**src/pfdt_pkg.sv**
```systemverilog
`timescale 1ns / 1ps
`default_nettype none

package pfdt_pkg;

   // Item field widths
   localparam int OP_W      = 2;
   localparam int BYTE_W    = 8;
   localparam int LIMIT_W   = 12;
   localparam int STATUS_W  = 2;
   localparam int PEND_W    = 16;
   localparam int CSR_IDX_W = 1;
   localparam int CSR_DAT_W = 1;

   // Register indexes on the csr port
   localparam logic [CSR_IDX_W-1:0] CSR_DROP_TAIL       = 1'd0;
   localparam logic [CSR_IDX_W-1:0] CSR_TIMEOUT_ENABLED = 1'd1;

   typedef enum logic [OP_W-1:0] {
      OP_WRITE  = 2'd0,
      OP_READ   = 2'd1,
      OP_CLEAR  = 2'd2,
      OP_STATUS = 2'd3
   } op_type;

   typedef enum logic [STATUS_W-1:0] {
      ST_OK      = 2'd0,
      ST_DROPPED = 2'd1,
      ST_RETRY   = 2'd2,
      ST_EMPTY   = 2'd3
   } status_type;

   // Controller to datapath
   typedef struct packed {
      logic capture;   // latch the request beat
      logic execute;   // update ring state, access the slot memory
      logic finish;    // load the response register
   } cmd_type;

   // Datapath to controller
   typedef struct packed {
      logic out_free;  // response register empty or being taken
   } stat_type;

endpackage

`default_nettype wire

```
**src/pfdt_ctrl.sv**
```systemverilog
`timescale 1ns / 1ps
`default_nettype none

module pfdt_ctrl (
   input  wire logic               clock,
   input  wire logic               reset,
   input  wire logic               req_valid,
   output logic                    req_stall,
   input  wire pfdt_pkg::stat_type stat,
   output pfdt_pkg::cmd_type       cmd
);
   import pfdt_pkg::*;

   typedef enum logic [2:0] {
      S_IDLE = 3'b001,
      S_EXEC = 3'b010,
      S_DONE = 3'b100
   } state_type;

   state_type state_ff;
   state_type state_in;

   // Next state
   always_comb begin
      state_in = state_ff;
      case (state_ff)
         S_IDLE: begin
            if (req_valid) state_in = S_EXEC;
         end
         S_EXEC: begin
            state_in = S_DONE;
         end
         S_DONE: begin
            if (stat.out_free) state_in = S_IDLE;
         end
         default: begin
            state_in = S_IDLE;
         end
      endcase
   end

   always_ff @(posedge clock) begin
      if (reset) begin
         state_ff <= S_IDLE;
      end else begin
         state_ff <= state_in;
      end
   end

   // Commands
   assign req_stall   = (state_ff != S_IDLE);
   assign cmd.capture = (state_ff == S_IDLE) && req_valid;
   assign cmd.execute = (state_ff == S_EXEC);
   assign cmd.finish  = (state_ff == S_DONE) && stat.out_free;

endmodule

`default_nettype wire

```
**config.mk**
```make
export PLATFORM = sky130hd
export DESIGN_NAME = pfdt_ctrl
export DESIGN_NICKNAME = d
export VERILOG_FILES = /design/src/pfdt_pkg.sv /design/src/pfdt_ctrl.sv
export SDC_FILE = /design/constraint.sdc
export NUM_CORES = 1
export LEC_CHECK = 0
export ABC_AREA = 1
export BUFFER_PORTS_ARGS = -buffer_cell sky130_fd_sc_hd__buf_4
export CAP_MARGIN = 20
export CORE_AREA = 2 2 39 41
export CTS_BUF_LIST = sky130_fd_sc_hd__clkbuf_2 sky130_fd_sc_hd__clkbuf_4 sky130_fd_sc_hd__clkbuf_8
export DETAILED_ROUTE_END_ITERATION = 6
export DIE_AREA = 0 0 41 43
export SLEW_MARGIN = 40
export SYNTH_ARGS = -nofsm -noshare
export SYNTH_HDL_FRONTEND = slang
export SYNTH_SLANG_ARGS = --single-unit
```
**constraint.sdc**
```tcl
create_clock -name clock -period 0.8 [get_ports clock]
set_input_delay 0.08 -clock clock [delete_from_list [all_inputs] [get_ports clock]]
set_output_delay 0.08 -clock clock [all_outputs]
set_load 0.02 [all_outputs]
```
**After elaboration in Yosys (flattened, before gate mapping)**

Cells that the tools add are included.

- Bits in registers: 3
- Input port bits: 4
- Output and inout bits: 4
- Word-level logic and storage cells: 13

- Equal/unequal tests: 6
- Muxes and demuxes: 3
- Reductions and logical operators: 3

Operators with widths:

| kind | count |
|---|---|
| $pmux W3 S3 | 1 |
| $mux W3 | 2 |
| $ne A2 B2 Y1 const B | 2 |
| $eq A3 B1 Y1 const B | 1 |
| $eq A3 B2 Y1 const B | 1 |
| $eq A3 B3 Y1 const B | 1 |
| $ne A3 B1 Y1 const B | 1 |
| $logic_and A1 B1 Y1 | 2 |
| $reduce_and A2 Y1 | 1 |

**Depth between registers and ports, before layout**

- Depth in word-level cells: 3
- Depth in mapped cells: 5
- Gate-level depth less buffers: 5

**Worst setup path before layout**

Ideal clock, no wire load.

- Path type: register to output
- Start: register state_ff[2]
- End: output port cmd[0] in the netlist's numbering
- Arrival: 1068 ps
- Data required time: 720 ps
- Path slack: -348 ps
- Stages on the path, launching flop included: 3
- Buffers on the path: 0
- Cells stage by stage: dfxtp_1 > inv_1 > nor4_1

RTL lines:

| item | line | source |
|---|---|---|
| start, declared | pfdt_ctrl.sv:20 | `state_type state_ff;` |
| start signal, assigned | pfdt_ctrl.sv:46 | `state_ff <= state_in;` |
| end, declared | pfdt_ctrl.sv:10 | `output pfdt_pkg::cmd_type cmd` |

==> impl_results.md <==
* Status: finished, violations left
* Failing checks: setup timing
* Setup Viol. Count Final at 7
* Longest Clk Path Bufs at 2
* Number of filler cells placed in the layout at 152
* Final period util at 138%
* Type of the worst min-delay path: in -> reg
* IO Pins at 8
* Top library cells by usage in the layout, fill and taps aside: inv_1 (6), buf_4 (6), clkbuf_4 (4), buf_6 (4)
* Kind of cell adding the most delay to the critical path: flip-flops
* CP Max Fanout at 4
* FF/Latch Area at 66.3 um^2
* Global placer's final weighted congestion at 0.666
* Maximum operating frequency at 908 MHz
* Instance count along the most critical hold path at 2
* Fraction of final layout cells with drive strength greater than 1 at 71.1%
* Required @ worst endpoint at 0.72 ns
* Worst-path clk slew at 0.04 ns
* Final WL at 435 um
* Tightest hold margin at 0.0175 ns
* Grt ovf at 0
* Length of the first detailed-routing pass in iterations at 2
* Least-Margin Pin Slew at 0.181 ns
* Fin. max-slew vios at 0
* IR Drop Worst-Case VDD at 785 uV
* Distinct cell type count of the synthesized netlist at 10
* Vias in the first global route at 206
* Sink Count at 3
* Source of the worst register-to-register timing path: state_ff[1]
* Footprint of the multi-input gates at 118 um^2
* Yosys warning total at 0
* Vias per std cell at 3.63
* Crit-path max cell delay at 0.36 ns
* Post-route cell area at 350 um^2
* Ant diodes at 0
* CP Capture Type: output pin
* WHS Endpoint: state_ff[2]
* Fin. Hold Viols at 0
* Worst path setup slack after routing at -0.302 ns
* Max_slew headroom at 87.8%
* Initial Util at 11.8%
* CTS tree: done
* Final net count at 43
* Total Die Area at 1760 um^2
* Cell area reported after detailed placement at 280 um^2
* Data arrival time at the worst-slack endpoint at 1.02 ns
* Flip-flop count of the largest register after layout at 3
* Global-route wire length before repair at 745 um
* First DRT Iteration DRCs at 2
* Number of buffers created by CTS at 3
* Number of DRC violations after detailed routing at 0
* Largest regs: state_ff (3)
* Setup repair after global routing missed its margin: yes
* Overall Global Routing Usage at 7.32%
* Register with the most flip-flops: state_ff
* Count of standard-cell rows at 14
* Post-detailed-route wirelength per cell at 8.06 um
* Cell at the slowest stage of the critical path: dfxtp_4
* Critical path, cell by cell: nor4_4 -> buf_4
* Largest net degree at the start of global routing at 6
* Total core area at 1380 um^2
* Terminus of the critical flop-to-flop path: state_ff[0]
* Depth of the worst register-to-register path at 6
* Leakage component of the power at 0.168 nW
* Sequential fraction of the synthesis area at 36.6%
* Die Height at 43 um
* Detail Route Antenna Nets at 0
* Width of the chip at 41 um
* Number of H-tree levels at 1
* Synthesized area per cell at 6.83 um^2
* Total number of vias at 196
* Detailed-placement wirelength estimate at 320 um
* Minimum clock period at 1.10 ns
* Layout overhead on the synthesized area at 114%
* Antenna violations before repair at 0
* Crit path buffers/inverters at 1
* Worst setup slack for register-to-register paths at -0.12 ns
* Post-synthesis register bit count at 3
* Areal power density over the cells at 1930 nW/um^2
* Count of max-cap constraint violations at 0
* Latest clock arrival within the worst-skew pair at 0.23 ns
* Number of buffers added on ports at 7
* CP Class: reg -> out
* Min-delay src: reset
* Clk Tree Root Cell: clkbuf_4
* Total power draw at 0.675 mW
* Setup crit start kind: flop
* Mapped cell area at 164 um^2
* Count of mapped cells out of synthesis at 24
* Mapped Nets at 28
* Worst Skew at 0.00272 ns
repair_timing:
action                                  in CTS  in global routing
setup buffers                                2                  1
hold buffers                                 0                  0
gates cloned                                 0                  0
pin swaps                                    2                  2
endpoints found under the setup margin       6                  7
resized for setup                            4                  1
cells in the mapped netlist, drive strengths merged:
master  n  area share [%]
inv     7              16
nand2   4              12
nor2    4              11
dfxtp   3              37
nand3   3             9.2
a21oi   1             5.3
nor3    1             6.1
nor4    1             3.8
power breakdown:
| part | internal (mW) | switching, mW | leakage, nW |
|---|---|---|---|
| clock network | 0.221 | 0.0836 | 0.0184 |
| logic | 0.0958 | 0.0849 | 0.124 |
| registers | 0.163 | 0.0263 | 0.0256 |
| total | 0.480 | 0.195 | 0.168 |
stage by stage:
stage,cells,setup slack (ns),util (%),TNS [ns]
floorplan,24,-0.0195,-,-0.0293
global placement,47,-0.0714,20.3,-0.233
detailed placement,47,-0.0826,20.3,-0.277
CTS,53,-0.315,24.5,-1.22
global route,54,-0.364,25.3,-1.68
finish,54,-0.302,25.3,-1.32
logic make-up (layout without fill, tap and decap cells):
kind of cell	after synthesis	count (layout)	share of synthesized area (%)
simple gates	13	13	42.0
flops	3	3	36.6
buf+inv	7	21	16.0
compound gates	1	1	5.34
metal layers:
metal / share of wire (%) / GRT usage, %
met5: 0 / 0
met4: 0 / 4.00
met3: 13 / 9.42
met2: 43 / 9.06
met1: 43 / 6.41
final cells by class:
type	count	share of cell area [%]
Sequential cell	3	18.9
Inverter	7	7.50
Multi-Input combinational cell	14	33.6
Tap cell	16	5.71
Timing Repair Buffer	10	25.7
Clock buffer	4	8.57
worst max path at each step:
| stage | start | end | slack (ns) | depth (start not counted) |
|---|---|---|---|---|
| 2_1_floorplan | state_ff[2] | cmd[0] | -0.02 | 2 |
| 3_3_place_gp | state_ff[1] | cmd[1] | -0.07 | 5 |
| 3_5_place_dp | state_ff[1] | cmd[1] | -0.08 | 5 |
| 4_1_cts | state_ff[1] | cmd[0] | -0.32 | 2 |
| 5_1_grt | state_ff[1] | cmd[0] | -0.36 | 2 |
| 6_report | state_ff[1] | cmd[0] | -0.30 | 2 |
Note: power is estimated with default switching activity, not from simulation.
